### config.mk
export PLATFORM = sky130hd
export DESIGN_NAME = mkw_window
export DESIGN_NICKNAME = d
export VERILOG_FILES = /design/src/rtl/core/masked_kmer_window_assert.svh /design/src/rtl/core/mkw_pkg.sv /design/src/rtl/core/mkw_window.sv
export SDC_FILE = /design/constraint.sdc
export NUM_CORES = 1
export LEC_CHECK = 0
export BUFFER_PORTS_ARGS = -buffer_cell sky130_fd_sc_hd__buf_2
export CAP_MARGIN = 20
export CORE_MARGIN = 2
export CORE_UTILIZATION = 33
export DETAILED_ROUTE_END_ITERATION = 16
export PLACE_DENSITY = 0.56
export SLEW_MARGIN = 20
export SYNTH_ARGS = -nofsm -noshare
export SYNTH_HDL_FRONTEND = slang
export SYNTH_SLANG_ARGS = --single-unit
### constraint.sdc
create_clock -name clk -period 2.08 [get_ports clk]
set_input_delay 0.312 -clock clk [delete_from_list [all_inputs] [get_ports clk]]
set_output_delay 0.312 -clock clk [all_outputs]
set_load 0.005 [all_outputs]
### src/rtl/core/masked_kmer_window_assert.svh
// Assertion macros for the masked k-mer window block.
`ifndef MASKED_KMER_WINDOW_ASSERT_SVH
`define MASKED_KMER_WINDOW_ASSERT_SVH

// Same-cycle implication, checked on every rising clock edge out of reset.
`define MKW_ASSERT_IMP(name, ante, cons, msg) \
    name: assert property (@(posedge clk) disable iff (!rst_n) (ante) |-> (cons)) \
        else $error(msg);

// Next-cycle implication, checked on every rising clock edge out of reset.
`define MKW_ASSERT_NXT(name, ante, cons, msg) \
    name: assert property (@(posedge clk) disable iff (!rst_n) (ante) |=> (cons)) \
        else $error(msg);

`endif

### src/rtl/core/mkw_pkg.sv
// Shared types, constants and the base decoder of the masked k-mer window.
`timescale 1ns / 1ps

package mkw_pkg;

    localparam int MAX_WINDOW_DEF = 32;

    localparam int CHAR_W    = 8;
    localparam int LEN_W     = 6;
    localparam int MASK_W    = 32;
    localparam int CODES_W   = 64;
    localparam int FLAGS_W   = 32;
    localparam int COUNT_W   = 6;
    localparam int CFG_W     = 32;
    localparam int CFG_IDX_W = 4;

    typedef logic [2:0] base_t;

    localparam base_t BASE_A   = 3'd0;
    localparam base_t BASE_C   = 3'd1;
    localparam base_t BASE_G   = 3'd2;
    localparam base_t BASE_T   = 3'd3;
    localparam base_t BASE_N   = 3'd4;
    localparam base_t BASE_BAD = 3'd5;

    localparam logic [CHAR_W-1:0] CHAR_A = 8'h41;
    localparam logic [CHAR_W-1:0] CHAR_C = 8'h43;
    localparam logic [CHAR_W-1:0] CHAR_G = 8'h47;
    localparam logic [CHAR_W-1:0] CHAR_T = 8'h54;
    localparam logic [CHAR_W-1:0] CHAR_N = 8'h4E;

    localparam logic [CFG_IDX_W-1:0] REG_WINDOW_LENGTH = 4'd0;
    localparam logic [CFG_IDX_W-1:0] REG_SELECT_MASK   = 4'd1;

    localparam logic [LEN_W-1:0]  LEN_RESET  = 6'd32;
    localparam logic [MASK_W-1:0] MASK_RESET = 32'hFFFF_FFFF;

    typedef struct packed {
        logic [CHAR_W-1:0] base_char;
    } in_word_t;

    typedef struct packed {
        logic                accepted;
        base_t               evicted_base;
        logic [CODES_W-1:0]  selected_codes;
        logic [FLAGS_W-1:0]  selected_n_flags;
        logic [COUNT_W-1:0]  selected_count;
    } out_word_t;

    function automatic base_t decode_base(input logic [CHAR_W-1:0] c);
        base_t b;
        case (c)
            CHAR_A:  b = BASE_A;
            CHAR_C:  b = BASE_C;
            CHAR_G:  b = BASE_G;
            CHAR_T:  b = BASE_T;
            CHAR_N:  b = BASE_N;
            default: b = BASE_BAD;
        endcase
        return b;
    endfunction

endpackage

### src/rtl/core/mkw_window.sv
// Sliding base window kept oldest first, with the newest base at the length tap.
`timescale 1ns / 1ps

module mkw_window
    import mkw_pkg::*;
#(
    parameter int MAX_WINDOW = MAX_WINDOW_DEF,
    parameter int RANK_W     = 5
) (
    input  logic              clk,
    input  logic              rst_n,
    input  logic              clear,
    input  logic              step,
    input  logic [CHAR_W-1:0] base_char,
    input  logic [RANK_W-1:0] len_last,
    output logic              accepted,
    output base_t             evicted,
    output base_t             view [MAX_WINDOW]
);

    base_t win_reg   [MAX_WINDOW];
    base_t win_next  [MAX_WINDOW];
    base_t upper     [MAX_WINDOW];
    base_t code;

    assign code     = decode_base(base_char);
    assign accepted = (code != BASE_BAD);
    assign evicted  = accepted ? win_reg[0] : BASE_N;

    for (genvar g = 0; g < MAX_WINDOW; g++)
    begin : g_upper
        if (g < MAX_WINDOW - 1)
        begin : g_inner
            assign upper[g] = win_reg[g+1];
        end
        else
        begin : g_top
            assign upper[g] = BASE_N;
        end
    end

    // Shift toward the oldest end and drop the new base at the last live tap.
    always_comb
    begin
        for (int i = 0; i < MAX_WINDOW; i++)
        begin
            if (RANK_W'(i) == len_last)
                win_next[i] = code;
            else if (RANK_W'(i) < len_last)
                win_next[i] = upper[i];
            else
                win_next[i] = win_reg[i];
            view[i] = accepted ? win_next[i] : win_reg[i];
        end
    end

    always_ff @(posedge clk or negedge rst_n)
    begin
        if (!rst_n)
        begin
            for (int i = 0; i < MAX_WINDOW; i++)
                win_reg[i] <= BASE_N;
        end
        else if (clear)
        begin
            for (int i = 0; i < MAX_WINDOW; i++)
                win_reg[i] <= BASE_N;
        end
        else if (step && accepted)
        begin
            win_reg <= win_next;
        end
    end

endmodule

**Yosys cells after proc, flatten, opt, wreduce, memory -nomap -nowiden**

Index checks and enable logic that the tools add are counted.
W data, S select, Z words.

- Logic and storage cells: 204
- Bits in registers: 96
- Output and inout port bits: 100
- Input port bits: 17

- Mux-type cells: 100
- $lt $le $gt $ge: 32
- Reductions and logical operators: 3
- Eq/ne operators: 37

Operator list:

| operator | count |
|---|---|
| $mux W3 | 97 |
| $mux W96 | 2 |
| $eq A5 B5 Y1 const A | 16 |
| $lt A5 B5 Y1 const A | 16 |
| $eq A4 B5 Y1 const A | 8 |
| $eq A8 B7 Y1 const B | 5 |
| $lt A4 B5 Y1 const A | 8 |
| $eq A3 B5 Y1 const A | 4 |
| $lt A3 B5 Y1 const A | 4 |
| $pmux W3 S5 | 1 |
| $eq A2 B5 Y1 const A | 2 |
| $lt A1 B5 Y1 const A | 2 |
| $lt A2 B5 Y1 const A | 2 |
| $eq A1 B5 Y1 const A | 1 |
| $logic_not A5 Y1 | 1 |
| $ne A3 B3 Y1 const B | 1 |
| $reduce_bool A2 Y1 | 1 |
| $logic_and A1 B1 Y1 | 1 |

**Longest topological paths before layout**

Gate-level depths: netlist of the first run.

- Word-level depth: 6
- Mapped depth: 9
- Depth with buffers taken out: 6

**Worst setup path before layout of the first run**

Ideal clock, no wire load.

- Path kind: input-to-output
- Start point: input len_last[3]
- End point: output view[83] (netlist bit)
- Path slack: -0.007 ns
- Stages on the path: 6
- Path buffers: 1
- Arrival: 1.775 ns
- Required time: 1.768 ns
- Cells stage by stage: buf_1 -> nor3_2 -> mux2_2 -> nand2_1 -> o21ai_0 -> mux2_2

RTL lines:

| element | RTL line | source |
|---|---|---|
| start, declared | mkw_window.sv:15 | `input logic [RANK_W-1:0] len_last,` |
| end, declared | mkw_window.sv:18 | `output base_t view [MAX_WINDOW]` |

==> metrics, run 1 <==
combinational power share 0.167; Primary FF master, synth dfrtp_1; hold path depth 2; commonest non-fill, non-tap cells in the layout 168 x buf_4, 82 x nand2_1, 65 x buf_6; Final Critical Period 2180 ps; Cell Chain, Critical Path buf_6, nor3b_4, buf_6, nor3b_4, a21oi_4, clkinv_4, buf_12, mux2_2, buf_2; Setup Total Neg Slack -4710 ps; WL final 28.0 mm; most common cell after layout, fill and taps aside buf_4; area occupied by multi-input gates 0.00482 sq mm; P_sw 1.21 mW; initial core utilization 0.333; asr flop ratio synth 1.00; Yosys top cell by area dfrtp_1; Endpoint, Worst Hold upper[4]; router iterations before antenna repair 5; post-synthesis cell count 774; critical path launch point type input pin; Worst Max-Slew Pin Slew 501 ps; clock power share 0.408; R2R cell count 5; full die area 0.0223 sq mm; Distinct cells, synth 65; slowest CP cell mux2_2; RR Endpoint upper[14]; failing checks setup timing; number of flops mapped to enable cells by yosys 0; TritonCTS Buffers 9; fin nets 1067; num rows 53; Port Buffer Count 116; Layout area overhead 56.4%; FF+latch area 0.00244 sq mm; Non-Filler Instances 1330; gr usage total 0.242; CP max stage delay 350 ps; Hold Crit Class input pin to flip-flop; Leakage Power 4.81 nW; VDD IR max 414 uV; CTS tree built; fillers 1900; final period utilization 1.05; crit-path max FO 15; core area 0.0209 sq mm; Slew Limit Fails 0; DP Wirelength 18.4 mm; number of synthesis warnings 0; worst r2r src upper[11]; latest clock arrival within the worst-skew pair 360 ps; RSZ-0062 raised after global routing true; Mapped Nets 791; sequential-to-total area share from yosys stat 0.351; worst rel slew slack 0.666; wire per inst 21.0 um; residual DRC count 0; Post-Syn Area 0.00696 sq mm; Inst Count DP 1290; Top Ports 117; Reg2Reg Setup Slack 720 ps; Sw Share 0.274; outcome complete, but fails checks; WP data required 1770 ps; gp weighted congestion 0.853; Clock Skew 7.81 ps; initial drt markers 577; initial antenna violation count 0; WP data arrival 1870 ps; FMAX 459 MHz; diode count 0; PwrDens 404 mW/mm^2; internal power 3.20 mW; vias in the first global route 7393; top cell type's share of synthesized area 0.230; final hold violation count 0; Sink Count 96; largest net degree at the start of global routing 41; Max Cap Viol 0; CP endpoint kind output pin; WS Path Type input pin to output pin; via count 7479; max FFs per register 93; synthesized flop and latch total 96; vias per cell 5.62; top cells by area, synth dfrtp_1 23%, dfstp_2 12%, mux2_2 11%; clock root buffer clkbuf_16; total global routing overflow 0; number of setup violations in the final report 65; Mapped Avg Cell Area 8.99 sq um; Final WS setup -99.6 ps; htree depth 3; Flop pwr share 0.425; Die H 149 um; Max Buffers Root-to-Sink 2; die width 149 um; first-pass GRT wire length 41.5 mm; beginning of the worst hold path clear; layout cells sized above 1 0.502; CTS clock-pin slew for the worst setup and hold paths 70 ps; post-route ant nets 0
-- power by group through the flow --
| stage | Clock [mW] | Combinational, mW | Sequential [mW] |
|---|---|---|---|
| after floorplan | 0 | 0.270 | 1.91 |
| after global placement | 0 | 0.600 | 1.91 |
| after detailed placement | 0 | 0.604 | 1.91 |
| after CTS | 1.82 | 0.653 | 1.87 |
| after global routing | 1.89 | 0.782 | 1.87 |
| final | 1.80 | 0.734 | 1.87 |
-- critical path: cells and delay by family --
| family | cells | cell delay, ps |
|---|---|---|
| AOI/OAI and AO/OA | 1 | 70 |
| and+or+nand+nor | 2 | 420 |
| muxes | 1 | 350 |
| buffers and inverters | 5 | 690 |
-- worst max path at each step --
stage                  from        to  slack (ps)  cells after the start
2_1_floorplan   len_last[3]  view[83]          -7                      6
3_3_place_gp   base_char[1]  view[45]        -190                      9
3_5_place_dp    len_last[1]  view[20]        -210                      8
4_1_cts        base_char[0]  view[83]        -140                     10
5_1_grt        base_char[7]  view[92]        -180                      9
6_report       base_char[7]  view[52]        -100                      9
-- area by class of cell --
type / count / area share
clock buffer: 13 / 0.0239
tap: 275 / 0.0316
clock inverter: 3 / 0.00391
timing repair buffer: 326 / 0.271
sequential: 96 / 0.224
inverter: 6 / 0.00253
multi-input combinational: 611 / 0.442
-- cell families after synthesis --
logic type / count (synthesis) / synth area share
xor gates and xnor gates: 1 / 0.00126
AOI/OAI and AO/OA: 297 / 0.293
DFF: 96 / 0.351
and+or+nand+nor: 207 / 0.145
muxes: 106 / 0.165
buffers and inverters: 67 / 0.0451
-- timing repair --
action / 4_1_cts / 5_1_grt
setup buffers: 10 / 8
endpoints found under the hold margin: 17 / 0
resized for setup: 125 / 156
hold buffers: 1 / 0
endpoints found under the setup margin: 97 / 156
pin swaps: 4 / 15
cloned: 4 / 6
-- per-stage QoR --
step	utilization	hold WS [ps]	worst slack, ps	total power, mW	area (sq um)
detailed placement	0.443	313	-206	2.51	9250
floorplan	-	16.4	-7.02	2.18	6960
global route	0.521	270	-181	4.54	10900
finish	0.521	267	-99.6	4.40	10900
global placement	0.443	305	-193	2.51	9250
CTS	0.488	256	-143	4.34	10200
-- cells in the mapped netlist, types with 21 or more instances --
master,instances
dfrtp_1,64
dfstp_2,32
o21ai_0,73
clkbuf_1,21
mux2_2,70
a22o_1,42
nand2_1,89
a21oi_1,58
o2bb2ai_1,23
buf_2,35
o22a_1,24
nor2_1,42
mux2i_1,36
-- routing by layer --
metal  GRT usage  share of wire  vias to the layer above
met5           0              0                        -
met1       0.314           0.43                     3665
li1            -              -                     3493
met4      0.0976          0.028                        0
met3      0.0407          0.054                       54
met2       0.401           0.49                      267
No activity file was read; power rests on OpenSTA's default activity.
==> inputs of run 2 (changes only) <==
--- a/config.mk
+++ b/config.mk
@@ -5,12 +5,14 @@
 export SDC_FILE = /design/constraint.sdc
 export NUM_CORES = 1
 export LEC_CHECK = 0
-export BUFFER_PORTS_ARGS = -buffer_cell sky130_fd_sc_hd__buf_2
+export BUFFER_PORTS_ARGS = -buffer_cell sky130_fd_sc_hd__buf_4
 export CAP_MARGIN = 20
+export CELL_PAD_IN_SITES_DETAIL_PLACEMENT = 0
+export CELL_PAD_IN_SITES_GLOBAL_PLACEMENT = 1
 export CORE_MARGIN = 2
 export CORE_UTILIZATION = 33
 export DETAILED_ROUTE_END_ITERATION = 16
-export PLACE_DENSITY = 0.56
+export PLACE_DENSITY = 0.67
 export SLEW_MARGIN = 20
 export SYNTH_ARGS = -nofsm -noshare
 export SYNTH_HDL_FRONTEND = slang
==> constraint.sdc (replaced) <==
create_clock -name clk -period 2.6 [get_ports clk]
set_input_delay 0.39 -clock clk [delete_from_list [all_inputs] [get_ports clk]]
set_output_delay 0.39 -clock clk [all_outputs]
set_load 0.005 [all_outputs]
==> run 2 against run 1 <==
Net effect:
- the run now ends clean
- via count decreased by 10%
- non-clock buffer count decreased by 127
- clock power decreased by 26%
- sequential share of layout area increased by 4.9 points
- cell count decreased by 9.5%
- count of clock-buffer cells in the layout unchanged
- worst hold slack improved by 12 ps
- combinational power decreased by 43%
- first-iteration DRC count decreased by 19%
- worst setup slack improved by 210 ps
- largest power group unchanged
==> metrics, run 2 (synthesized netlist as in run 1, its figures left out) <==
Max Buffers Root-to-Sink 2 (unchanged); htree depth 3 (unchanged); clock root buffer clkbuf_16 (unchanged); RR Endpoint upper[14] (unchanged); via count 6726 (was 7479); fillers 2130 (was 1900); vias in the first global route 6557 (was 7393); gp weighted congestion 0.825 (was 0.853); Reg2Reg Setup Slack 1380 ps (was 720 ps); layout cells sized above 1 0.359 (was 0.502); commonest non-fill, non-tap cells in the layout 189 x buf_4, 88 x nand2_1, 73 x o21ai_0 (was 168 x buf_4, 82 x nand2_1, 65 x buf_6); RSZ-0062 raised after global routing false (was true); num rows 53 (unchanged); CTS tree built (unchanged); max FFs per register 93 (unchanged); full die area 0.0223 sq mm (unchanged); Layout area overhead 28.1% (was 56.4%); residual DRC count 0 (unchanged); Sink Count 96 (unchanged); gr usage total 0.222 (was 0.242); slowest CP cell o2bb2a_1 (was mux2_2); critical path launch point type input pin (unchanged); Max Cap Viol 0 (unchanged); outcome complete, no violations (was complete, but fails checks); VDD IR max 284 uV (was 414 uV); wire per inst 20.3 um (was 21.0 um); worst rel slew slack 0.620 (was 0.666); beginning of the worst hold path clear (unchanged); total global routing overflow 0 (unchanged); number of setup violations in the final report 0 (was 65); diode count 0 (unchanged); Inst Count DP 1186 (was 1290); DP Wirelength 17.4 mm (was 18.4 mm); Port Buffer Count 116 (unchanged); final period utilization 0.959; R2R cell count 4 (was 5); Final Critical Period 2490 ps; router iterations before antenna repair 5 (unchanged); CTS clock-pin slew for the worst setup and hold paths 70 ps (about the same); initial antenna violation count 0 (unchanged); largest net degree at the start of global routing 70 (was 41); Non-Filler Instances 1203 (was 1330); die width 149 um (unchanged); Slew Limit Fails 0 (unchanged); initial drt markers 469 (was 577); WP data arrival 2100 ps (was 1870 ps); FMAX 401 MHz; final hold violation count 0 (unchanged); first-pass GRT wire length 38.6 mm (was 41.5 mm); worst r2r src upper[11] (unchanged); post-route ant nets 0 (unchanged); vias per cell 5.59 (was 5.62); Hold Crit Class input pin to flip-flop (unchanged); crit-path max FO 5 (was 15); WS Path Type input pin to output pin (unchanged); TritonCTS Buffers 9 (unchanged); Leakage Power 3.84 nW (was 4.81 nW); PwrDens 364 mW/mm^2 (was 404 mW/mm^2); most common cell after layout, fill and taps aside buf_4 (unchanged); hold path depth 2 (unchanged); Cell Chain, Critical Path buf_4, nor3b_2, and2_1, o21ai_0, o2bb2a_1, o21ai_0, buf_4 (was buf_6, nor3b_4, buf_6, nor3b_4, a21oi_4, clkinv_4, buf_12, mux2_2, buf_2); Setup Total Neg Slack 0 ps (was -4710 ps); initial core utilization 0.333 (unchanged); WL final 24.4 mm (was 28.0 mm); Clock Skew 5.35 ps (was 7.81 ps); Worst Max-Slew Pin Slew 564 ps (was 501 ps); Top Ports 117 (unchanged); WP data required 2210 ps (was 1770 ps); latest clock arrival within the worst-skew pair 350 ps (was 360 ps); CP endpoint kind output pin (unchanged); core area 0.0209 sq mm (unchanged); fin nets 940 (was 1067); CP max stage delay 360 ps (was 350 ps); Die H 149 um (unchanged); Endpoint, Worst Hold upper[4] (unchanged)
## run 2: report_power, final
part           switching [mW]  leakage [nW]  internal [mW]
Sequential            0.00105          1.23           1.50
Clock                   0.611         0.145          0.725
Combinational           0.265          2.47          0.150
## run 2: metrics by stage
step                      cell area, sq um  utilization  hold slack (ps)  power [mW]  worst slack (ps)
after global placement                8620        0.413              315        1.94               116
after detailed placement              8620        0.413              316        1.94               110
final                                 8920        0.427              279        3.25               107
after CTS                             8910        0.427              275        3.28              95.7
after global routing                  8920        0.427              283        3.37             0.461
after floorplan                       6960            -             94.4        1.74               357
## run 2: worst max-delay path by stage
stage,startpoint,end,slack [ps],cells after the start
2_1_floorplan,len_last[3],view[83],360,6
3_3_place_gp,base_char[5],view[18],120,7
3_5_place_dp,base_char[5],view[18],110,7
4_1_cts,base_char[5],view[33],100,8
5_1_grt,base_char[5],view[21],0.5,8
6_report,base_char[5],view[18],110,7
## run 2: worst max-delay path, delay by kind of cell
kind / cells / cell delay, ps
and+or+nand+nor: 2 / 590
AOI/OAI and AO/OA: 3 / 870
buffers and inverters: 2 / 260
## run 2: what timing repair did
action                                  CTS  global route
setup buffers                             0             0
endpoints found under the setup margin    0             5
hold buffers                              1             0
hold endpoints to repair                 14             0
resized for setup                         0             2
## run 2: layout make-up
cell class	instances	area, sq um	share of cell area
Multi-Input combinational cell	611	4230	0.474
Inverter	6	22.5	0.00252
Sequential cell	96	2440	0.274
Timing Repair Buffer	199	1600	0.179
Clock inverter	3	15.0	0.00168
Tap cell	275	344	0.0386
Clock buffer	13	270	0.0303
## run 2: per-layer routing
| layer | share of wire | up-vias | track usage |
|---|---|---|---|
| met5 | 0 | - | 0 |
| met3 | 0.038 | 24 | 0.0263 |
| met2 | 0.48 | 161 | 0.365 |
| li1 | - | 3228 | - |
| met1 | 0.46 | 3313 | 0.312 |
| met4 | 0.016 | 0 | 0.0567 |
