$ cat src/rtl/core/masked_kmer_window_assert.svh
// Assertion macros for the masked k-mer window block.
`ifndef MASKED_KMER_WINDOW_ASSERT_SVH
`define MASKED_KMER_WINDOW_ASSERT_SVH

// Same-cycle implication, checked on every rising clock edge out of reset.
`define MKW_ASSERT_IMP(name, ante, cons, msg) \
    name: assert property (@(posedge clk) disable iff (!rst_n) (ante) |-> (cons)) \
        else $error(msg);

// Next-cycle implication, checked on every rising clock edge out of reset.
`define MKW_ASSERT_NXT(name, ante, cons, msg) \
    name: assert property (@(posedge clk) disable iff (!rst_n) (ante) |=> (cons)) \
        else $error(msg);

`endif

$ cat src/rtl/core/mkw_pkg.sv
// Shared types, constants and the base decoder of the masked k-mer window.
`timescale 1ns / 1ps

package mkw_pkg;

    localparam int MAX_WINDOW_DEF = 32;

    localparam int CHAR_W    = 8;
    localparam int LEN_W     = 6;
    localparam int MASK_W    = 32;
    localparam int CODES_W   = 64;
    localparam int FLAGS_W   = 32;
    localparam int COUNT_W   = 6;
    localparam int CFG_W     = 32;
    localparam int CFG_IDX_W = 4;

    typedef logic [2:0] base_t;

    localparam base_t BASE_A   = 3'd0;
    localparam base_t BASE_C   = 3'd1;
    localparam base_t BASE_G   = 3'd2;
    localparam base_t BASE_T   = 3'd3;
    localparam base_t BASE_N   = 3'd4;
    localparam base_t BASE_BAD = 3'd5;

    localparam logic [CHAR_W-1:0] CHAR_A = 8'h41;
    localparam logic [CHAR_W-1:0] CHAR_C = 8'h43;
    localparam logic [CHAR_W-1:0] CHAR_G = 8'h47;
    localparam logic [CHAR_W-1:0] CHAR_T = 8'h54;
    localparam logic [CHAR_W-1:0] CHAR_N = 8'h4E;

    localparam logic [CFG_IDX_W-1:0] REG_WINDOW_LENGTH = 4'd0;
    localparam logic [CFG_IDX_W-1:0] REG_SELECT_MASK   = 4'd1;

    localparam logic [LEN_W-1:0]  LEN_RESET  = 6'd32;
    localparam logic [MASK_W-1:0] MASK_RESET = 32'hFFFF_FFFF;

    typedef struct packed {
        logic [CHAR_W-1:0] base_char;
    } in_word_t;

    typedef struct packed {
        logic                accepted;
        base_t               evicted_base;
        logic [CODES_W-1:0]  selected_codes;
        logic [FLAGS_W-1:0]  selected_n_flags;
        logic [COUNT_W-1:0]  selected_count;
    } out_word_t;

    function automatic base_t decode_base(input logic [CHAR_W-1:0] c);
        base_t b;
        case (c)
            CHAR_A:  b = BASE_A;
            CHAR_C:  b = BASE_C;
            CHAR_G:  b = BASE_G;
            CHAR_T:  b = BASE_T;
            CHAR_N:  b = BASE_N;
            default: b = BASE_BAD;
        endcase
        return b;
    endfunction

endpackage

$ cat src/rtl/core/mkw_sel_map.sv
// Configuration registers and the derived position-to-slot map.
`timescale 1ns / 1ps

module mkw_sel_map
    import mkw_pkg::*;
#(
    parameter int MAX_WINDOW = MAX_WINDOW_DEF,
    parameter int RANK_W     = 5
) (
    input  logic                  clk,
    input  logic                  rst_n,
    input  logic                  cfg_we,
    input  logic [CFG_IDX_W-1:0]  cfg_index,
    input  logic [CFG_W-1:0]      cfg_wdata,
    output logic [RANK_W-1:0]     len_last,
    output logic [MAX_WINDOW-1:0] sel,
    output logic [MAX_WINDOW-1:0][RANK_W-1:0] rank,
    output logic [COUNT_W-1:0]    count
);

    typedef logic [MAX_WINDOW-1:0][RANK_W-1:0] rank_vec_t;

    localparam logic [LEN_W-1:0] MAX_LEN = LEN_W'(MAX_WINDOW);

    logic [LEN_W-1:0]      window_length_reg, window_length_next;
    logic [MASK_W-1:0]     select_mask_reg, select_mask_next;
    logic [RANK_W-1:0]     len_last_reg, len_last_next, len_last_rst;
    logic [MAX_WINDOW-1:0] sel_reg, sel_next, sel_rst;
    rank_vec_t             rank_reg, rank_next, rank_rst;
    logic [COUNT_W-1:0]    count_reg, count_next, count_rst;

    // Zero acts as one, anything above the depth acts as the full depth.
    function automatic logic [RANK_W-1:0] f_len_last(input logic [LEN_W-1:0] wl);
        logic [RANK_W-1:0] r;
        if (wl == '0)
            r = '0;
        else if (wl > MAX_LEN)
            r = RANK_W'(MAX_WINDOW - 1);
        else
            r = RANK_W'(wl - 6'd1);
        return r;
    endfunction

    function automatic logic [MAX_WINDOW-1:0] f_sel(input logic [MASK_W-1:0] m,
                                                    input logic [RANK_W-1:0] ll);
        logic [MAX_WINDOW-1:0] s;
        for (int i = 0; i < MAX_WINDOW; i++)
            s[i] = m[i] && (RANK_W'(i) <= ll);
        return s;
    endfunction

    // Slot of each position: number of selected positions below it.
    function automatic rank_vec_t f_rank(input logic [MAX_WINDOW-1:0] s);
        rank_vec_t r;
        for (int i = 0; i < MAX_WINDOW; i++)
            r[i] = RANK_W'($countones(s & ((MAX_WINDOW)'(1) << i) - (MAX_WINDOW)'(1)));
        return r;
    endfunction

    always_comb
    begin
        window_length_next = window_length_reg;
        select_mask_next   = select_mask_reg;
        if (cfg_we)
        begin
            case (cfg_index)
                REG_WINDOW_LENGTH: window_length_next = cfg_wdata[LEN_W-1:0];
                REG_SELECT_MASK:   select_mask_next   = cfg_wdata[MASK_W-1:0];
                default: ;
            endcase
        end
        len_last_next = f_len_last(window_length_next);
        sel_next      = f_sel(select_mask_next, len_last_next);
        rank_next     = f_rank(sel_next);
        count_next    = COUNT_W'($countones(sel_next));

        len_last_rst  = f_len_last(LEN_RESET);
        sel_rst       = f_sel(MASK_RESET, len_last_rst);
        rank_rst      = f_rank(sel_rst);
        count_rst     = COUNT_W'($countones(sel_rst));
    end

    always_ff @(posedge clk or negedge rst_n)
    begin
        if (!rst_n)
        begin
            window_length_reg <= LEN_RESET;
            select_mask_reg   <= MASK_RESET;
            len_last_reg      <= len_last_rst;
            sel_reg           <= sel_rst;
            rank_reg          <= rank_rst;
            count_reg         <= count_rst;
        end
        else
        begin
            window_length_reg <= window_length_next;
            select_mask_reg   <= select_mask_next;
            len_last_reg      <= len_last_next;
            sel_reg           <= sel_next;
            rank_reg          <= rank_next;
            count_reg         <= count_next;
        end
    end

    assign len_last = len_last_reg;
    assign sel      = sel_reg;
    assign rank     = rank_reg;
    assign count    = count_reg;

endmodule

$ cat config.mk
export PLATFORM = sky130hd
export DESIGN_NAME = mkw_sel_map
export DESIGN_NICKNAME = d
export VERILOG_FILES = /design/src/rtl/core/masked_kmer_window_assert.svh /design/src/rtl/core/mkw_pkg.sv /design/src/rtl/core/mkw_sel_map.sv
export SDC_FILE = /design/constraint.sdc
export NUM_CORES = 1
export LEC_CHECK = 0
export BUFFER_PORTS_ARGS = -buffer_cell sky130_fd_sc_hd__buf_2
export CORE_MARGIN = 2
export CORE_UTILIZATION = 50
export CTS_CLUSTER_SIZE = 14
export DETAILED_ROUTE_END_ITERATION = 16
export GPL_TIMING_DRIVEN = 0
export PLACE_DENSITY = 0.79
export SYNTH_ARGS = -nofsm -noshare
export SYNTH_HDL_FRONTEND = slang
export SYNTH_SLANG_ARGS = --single-unit
$ cat constraint.sdc
create_clock -name clk -period 10.67 [get_ports clk]
set_input_delay 0.5335 -clock clk [delete_from_list [all_inputs] [get_ports clk]]
set_output_delay 0.5335 -clock clk [all_outputs]
set_load 0.02 [all_outputs]
# [Word-level counts from Yosys, hierarchy flattened]
# Cells that the tools add are included.
[word_totals] regBits=232 input_bits=39 out_inout_bits=203 elab_cells=191
[classes] n_addsub=81 order_cmp=33 n_eq_ne=1 mux=6 reduce_logical=34
[ops] op="5-bit adder" n=32
[ops] op="5-bit less-or-equal comparator, first input constant" n=16
[ops] op="32-bit 2-to-1 mux" n=2
[ops] op="5-bit by 1-bit adder with 5-bit output" n=10
[ops] op="6-bit adder" n=8
[ops] op="4-bit by 5-bit less-or-equal comparator with 1-bit output, first input constant" n=8
[ops] op="1-bit by 1-bit adder with 2-bit output" n=16
[ops] op="1-bit logical AND" n=32
[ops] op="2-bit by 2-bit adder with 3-bit output" n=7
[ops] op="3-bit by 5-bit less-or-equal comparator with 1-bit output, first input constant" n=4
[ops] op="2-bit by 1-bit adder with 3-bit output" n=4
[ops] op="6-bit 2-to-1 mux" n=2
[ops] op="1-bit by 5-bit less-or-equal comparator with 1-bit output, first input constant" n=2
[ops] op="2-bit by 5-bit less-or-equal comparator with 1-bit output, first input constant" n=2
[ops] op="5-bit 2-to-1 mux" n=2
[ops] op="6-bit > comparator, second input constant" n=1
[ops] op="6-bit zero test" n=1
[ops] op="3-bit by 5-bit adder with 5-bit output" n=1
[ops] op="5-bit by 1-bit subtractor with 5-bit output, second input constant" n=1
[ops] op="3-bit by 1-bit adder with 4-bit output" n=1
[ops] op="3-bit by 2-bit adder with 4-bit output" n=1
[ops] op="4-bit by 1-bit == test with 1-bit output, second input constant" n=1
[ops] op="4-bit zero test" n=1

# [Longest topological paths before layout]
# Gate-level depths: netlist of run 1.
[logic_depth] word_depth=13 depth_mapped=34 ltp_nobuf=32

# [Least setup slack after synthesis of run 1]
# OpenSTA, ideal clock, no wires.
[synth_timing] path_type="input-to-reg" start="input port cfg_index[1]" end="register rank_reg (netlist bit rank[159])" setup_ps=75 arrival_time_ps=9103 t_required_ps=10595 setup_slack_ps=1493 stages=30 path_buffers=2 cell_sequence="or4b_4 -> nor2_4 -> buf_6 -> mux2i_1 -> ha_1 -> nor3b_1 -> mux2i_1 -> mux2_2 -> and2b_1 -> and2b_4 -> a21boi_0 -> ha_1 -> inv_1 -> fa_1 -> inv_1 -> ha_1 -> inv_1 -> fa_1 -> xor2_1 -> inv_1 -> fa_1 -> fa_1 -> xor2_1 -> ha_1 -> ha_1 -> clkbuf_1 -> xor2_1 -> nand3_1 -> nand2_1 -> xor2_1"
[synth_rtl] item="from (decl)" line_no="mkw_sel_map.sv:13" rtl="input logic [CFG_IDX_W-1:0] cfg_index,"
[synth_rtl] item="to (signal assigned)" line_no="mkw_sel_map.sv:91" rtl="rank_reg <= rank_rst;"
[synth_rtl] item="to (signal assigned)" line_no="mkw_sel_map.sv:100" rtl="rank_reg <= rank_next;"
[synth_rtl] item="to (decl)" line_no="mkw_sel_map.sv:29" rtl="rank_vec_t rank_reg, rank_next, rank_rst;"

==> results of run 1 <==
==> cell usage after synthesis (all sizes together) (11+ instances only) <==
cell | n | area [um^2]
inv | 140 | 526
nand2 | 31 | 131
dfstp | 150 | 3940
o21ai | 13 | 76.3
mux2 | 22 | 248
ha | 103 | 1290
fa | 72 | 1440
a21oi | 40 | 204
nor2 | 26 | 108
xnor2 | 47 | 412
dfrtp | 70 | 1750
clkbuf | 11 | 41.3
buf | 30 | 224
xor2 | 19 | 166
a21o | 32 | 240
mux2i | 19 | 203
==> final cells by class <==
class / count / area share [%]
clock inverters: 6 / 0.759
flip-flops and latches: 220 / 39.7
well taps: 319 / 2.78
diodes: 6 / 0.105
inverters: 140 / 3.66
repair buffers: 220 / 8.09
plain buffers: 41 / 1.85
clock buffers: 38 / 5.12
multi-input cells: 553 / 37.9
==> routing by layer <==
layer	up-vias	track usage, %
met4	0	9.83
li1	3547	-
met1	3943	31.3
met3	71	3.48
met2	251	36.5
met5	-	0
==> stage by stage <==
stage	setup TNS [ns]	cell area, um^2	instances	utilization, %
after floorplan	0	11900	954	-
final	0	14300	1543	61.5
after global routing	-0.00261	14300	1542	61.5
after detailed placement	-0.221	13500	1492	57.7
after global placement	-2.41	13400	1490	57.4
after CTS	0	14300	1537	61.4
==> critical path: cells and delay by family <==
kind / cells / cell delay (ns)
and+or+nand+nor: 7 / 1.88
buffers and inverters: 7 / 1.24
adders and majority gates: 9 / 3.74
xor gates and xnor gates: 4 / 1.72
AOI/OAI and AO/OA: 1 / 0.64
muxes: 3 / 0.74
==> logic make-up (layout without fill, tap and decap cells) <==
family | Yosys count | after routing | synth area share, %
compound gates | 131 | 131 | 7.66
xor+xnor | 66 | 66 | 4.88
fa+ha+maj | 175 | 175 | 23.1
buf+inv | 181 | 445 | 6.68
flops | 220 | 220 | 48.1
mux | 41 | 41 | 3.80
other cells | 1 | 26 | 0.0317
simple gates | 120 | 120 | 5.79
==> worst paths after layout <==
check,cells past startpoint,to
min in group asynchronous,2,rank[113]
max in group asynchronous,4,rank[16]
max reg2reg,28,rank[159]
max,31,rank[159]
min reg2reg,2,select_mask_reg[0]
min,2,select_mask_reg[20]
==> cells in the final DEF (no fill, tap or decap), types with 21 or more instances in the layout <==
cell | netlist | final
xnor2_1 | 47 | 47
buf_2 | 2 | 218
a21oi_1 | 39 | 39
dfstp_2 | 150 | 150
dfrtp_1 | 70 | 70
mux2_2 | 22 | 22
clkbuf_16 | 0 | 25
a21o_1 | 32 | 32
fa_1 | 72 | 72
inv_1 | 139 | 139
ha_1 | 103 | 103
nand2_1 | 27 | 27
buf_4 | 21 | 21
nor2_1 | 24 | 24
==> timing repair <==
item                                   in CTS  in global routing
resized for setup                           0                  1
setup endpoints to repair                   0                  7
endpoints found under the hold margin       4                  0
hold buffers                                1                  0
setup buffers                               0                  0
==> metrics.csv, run 1 <==
metric,value,unit
Filler Cell Count,1798,
max_cap viols,0,
Placer Congestion,0.878,
fin. max-slew vios,0,
CP Class,in -> reg,
Post-synth EDFFs,0,
Rel. slew slack,17.0,%
CP dominant cell by count,ha_1,
IO Port Bufs,217,
status,"complete, no violations",
1st-iter DRT viols,311,
Cells after Synth,935,
CTS root buf,clkbuf_16,
nets@finish,1414,
global-route wire length before repair,43900,um
Via density,5.06,
Cell Rows,56,
max layer used,met4,
Synth Cell Area,11800,um^2
Max Root-Sink Buffers,3,
share of post-route cells with drive strength above 1,39.3,%
period utilization,94.7,%
Die Y-Extent,158,um
clk slew on worst S/H paths,0.06,ns
Storage cell area,5690,um^2
Slew @ Worst Pin,1.24,ns
IO Pins,242,
Hold Startpoint,cfg_wdata[20],
WL per Instance,18.3,um
global route overflow,0,
Antenna Nets Post-Route,0,
Total Wirelength,28300,um
FF-to-FF setup slack,1.08,ns
met2 wire length,13700,um
worst setup margin,0.566,ns
Total GRT Usage,22.9,%
CP max-delay cell,xor2_2,
CP required,11.11,ns
vias in the first global route,8232,
multi-input logic area,5440,um^2
Hold Path Class,in -> reg,
number of H-tree levels,1,
Most used DFF post-synth,dfstp_2,
"Largest stage delay, worst path",0.72,ns
Core ar.,23300,um^2
DP Worst Slack,-0.178,ns
Syn. warnings,0,
initial antenna violation count,5,
worst r2r src,window_length_reg[1],
crit-path max FO,13,
Post-DP HPWL,21200,um
Post-synth ARST share,100,%
synthesis-to-finish area growth,21.2,%
max reg flops,139,
skew final,0.00688,ns
initial core utilization,50.7,%
die width,158,um
met3 wire length,1470,um
"Seq/Total Area, Yosys",48.1,%
Unique masters post-synth,73,
total clock sinks,220,
final setup violating endpoints,0,
"Avg Cell Area, Syn",12.7,um^2
#FFs+latches synth,220,
"Clk Latency, worst-skew pair",0.52,ns
CTS buffer count,24,
pin count of the biggest net entering global routing,131,
Critical Path Source Type,primary input,
fin crit period,10.10,ns
fmax,99.0,MHz
Setup crit end kind,flop,
DRT Pass-1 Iters,5,
Metal-1 WL,11900,um
total number of vias,7812,
CTS tree,done,
# DRC,0,
hold slack,0.261,ns
CP arrival,10.54,ns
CP Launch Point,cfg_index[1],
Final Hold Fails,0,
die footprint,24900,um^2
Power of run 1 is not shown: default switching activity piles up to over one toggle a cycle in this logic, so the estimate is an artifact.
==> run 2: changes to the inputs <==
--- a/config.mk
+++ b/config.mk
@@ -11,6 +11,7 @@
 export CTS_CLUSTER_SIZE = 14
 export DETAILED_ROUTE_END_ITERATION = 16
 export GPL_TIMING_DRIVEN = 0
+export MAX_ROUTING_LAYER = met4
 export PLACE_DENSITY = 0.79
 export SYNTH_ARGS = -nofsm -noshare
 export SYNTH_HDL_FRONTEND = slang
==> run 2 against run 1 <==
  * Wire length down 1.7%
  * Highest routed layer unchanged
  * Worst hold slack worse by 0.18 ns
  * Global-route usage rose by 0.54 points
  * Critical path type unchanged
  * Utilization fell by 0.53 points
  * Worst setup slack better by 0.31 ns
  * Fmax rose by 3.2%
  * Final cell count about the same
  * Design area decreased by 0.86%
==> metrics.csv, run 2 (synthesis gave the netlist of run 1 again) <==
metric,value,unit,change
status,"complete, no violations",,
synthesis-to-finish area growth,20.1,%,
fin. max-slew vios,0,,unchanged
Post-CTS Repair Setup Buffers,0,,unchanged
CP required,11.11,ns,about the same
Core ar.,23300,um^2,unchanged
multi-input logic area,5450,um^2,+0.21%
Setup TNS,0,ns,unchanged
CTS tree,done,,
CP Launch Point,cfg_index[1],,
Post-DP HPWL,21100,um,-0.40%
CP arrival,10.23,ns,-0.31 ns
global-route wire length before repair,43400,um,-0.94%
Rel. slew slack,15.4,%,-1.6 points
period utilization,91.7,%,-3.0 points
IO Pins,242,,unchanged
CP Class,in -> reg,,
Total GRT Usage,23.4,%,+0.54 points
number of H-tree levels,1,,unchanged
CP dominant cell by count,ha_1,,
Worst R2R Path Depth,28,,unchanged
most frequent cells in the layout,"buf_2, dfstp_2, inv_1",,
max reg flops,139,,unchanged
Final Hold Fails,0,,unchanged
pin count of the biggest net entering global routing,116,,-11%
unrepaired setup endpoints after global routing,false,,
Antenna Nets Post-Route,0,,unchanged
total clock sinks,220,,unchanged
vias in the first global route,8127,,-1.3%
initial core utilization,50.7,%,unchanged
crit-path max FO,13,,unchanged
worst r2r src,window_length_reg[1],,
Via density,4.96,,-1.9%
Slew @ Worst Pin,1.27,ns,+0.0245 ns
area post-placement,13400,um^2,-0.20%
"Clk Latency, worst-skew pair",0.52,ns,about the same
max_cap viols,0,,unchanged
Storage cell area,5690,um^2,unchanged
"most common cell after layout, fill and taps aside",buf_2,,
nets@finish,1411,,-0.21%
CTS buffer count,23,,-4.2%
DRT Pass-1 Iters,4,,-1
Worst Setup EP,rank[159],,
Hold Path Class,in -> async,,
fmax,102,MHz,+3.2%
Filler Cell Count,1869,,+3.9%
clk slew on worst S/H paths,0.06,ns,about the same
1st-iter DRT viols,336,,+8.0%
Placed Instances,1491,,-0.067%
Non-Filler Instances,1542,,-0.065%
Setup crit end kind,flop,,
total number of vias,7655,,-2.0%
WL per Instance,18.0,um,-1.6%
FF-to-FF setup slack,1.39,ns,+0.31 ns
final setup violating endpoints,0,,unchanged
fin crit period,9.79,ns,-0.315 ns
skew final,0.00891,ns,+0.00203 ns
CP max-delay cell,or4b_4,,
die footprint,24900,um^2,unchanged
share of post-route cells with drive strength above 1,39.4,%,+0.047 points
Cell Rows,56,,unchanged
IO Port Bufs,217,,unchanged
Critical Path Source Type,primary input,,
die width,158,um,unchanged
FF-to-FF End,rank[159],,
Total Wirelength,27800,um,-1.7%
global route overflow,0,,unchanged
"Largest stage delay, worst path",0.60,ns,-0.12 ns
# DRC,0,,unchanged
Die Y-Extent,158,um,unchanged
initial antenna violation count,8,,+3
CTS root buf,clkbuf_16,,
post-route cell area,14200,um^2,-0.86%
Placer Congestion,0.866,,-1.3%
Max Root-Sink Buffers,3,,unchanged
-- run 2: cell count changes in the layout (fill, tap and decap cells not counted), moves of 2 or more --
| cell | previous run | this run |
|---|---|---|
| bufinv_16 | 3 | 1 |
| clkbuf_1 | 18 | 16 |
| inv_6 | 0 | 2 |
| diode_2 | 6 | 9 |
| clkbuf_16 | 25 | 23 |
| clkbuf_8 | 6 | 4 |
| clkinv_2 | 2 | 5 |
-- run 2: how the worst min path moves through the flow --
stage | endpoint | slack (ns) | cells after the start
finish | rank[113] | 0.09 | 1
global route | rank[113] | 0.17 | 1
CTS | rank[113] | 0.11 | 1
detailed placement | select_mask_reg[0] | 0.49 | 2
global placement | select_mask_reg[0] | 0.48 | 2
floorplan | count[0] | 0.24 | 0
-- run 2: metrics by stage --
stage	hold slack (ns)	utilization [%]	worst slack, ns
after global placement	0.476	57.4	-0.512
after detailed placement	0.487	57.6	-0.202
after global routing	0.166	60.9	0.230
after floorplan	0.238	-	1.49
after CTS	0.112	60.8	0.277
final	0.0858	60.9	0.881
-- run 2: metal layers --
layer | vias to the layer above | share of wire [%] | GRT usage [%] | wire (um)
met5 | - | 0 | - | 0
met4 | 0 | 2.7 | 8.05 | 750
met3 | 53 | 5.6 | 3.45 | 1560
met2 | 210 | 49 | 37.2 | 13700
met1 | 3845 | 42 | 31.0 | 11800
li1 | 3547 | - | - | -
-- run 2: layout make-up --
type	count	area share, %
sequential	220	40.0
multi-input combinational	553	38.3
timing repair buffer	218	7.90
clock buffer	32	4.57
inverter	140	3.70
tap	319	2.81
buffer	41	1.87
clock inverter	10	0.625
antenna	9	0.158
-- run 2: worst max-delay path, delay by kind of cell --
| kind | cells | cell delay (ns) |
|---|---|---|
| muxes | 3 | 0.69 |
| xor gates and xnor gates | 4 | 1.50 |
| buffers and inverters | 7 | 1.24 |
| adders and majority gates | 9 | 3.76 |
| and+or+nand+nor | 7 | 1.91 |
| AOI/OAI and AO/OA | 1 | 0.58 |
-- run 2: repair_timing --
action                                  in CTS  in global routing
resized for setup                            0                  2
hold buffers                                 0                  0
endpoints found under the setup margin       0                  5
endpoints found under the hold margin        0                  0
Power of run 2 is left out for the same reason.
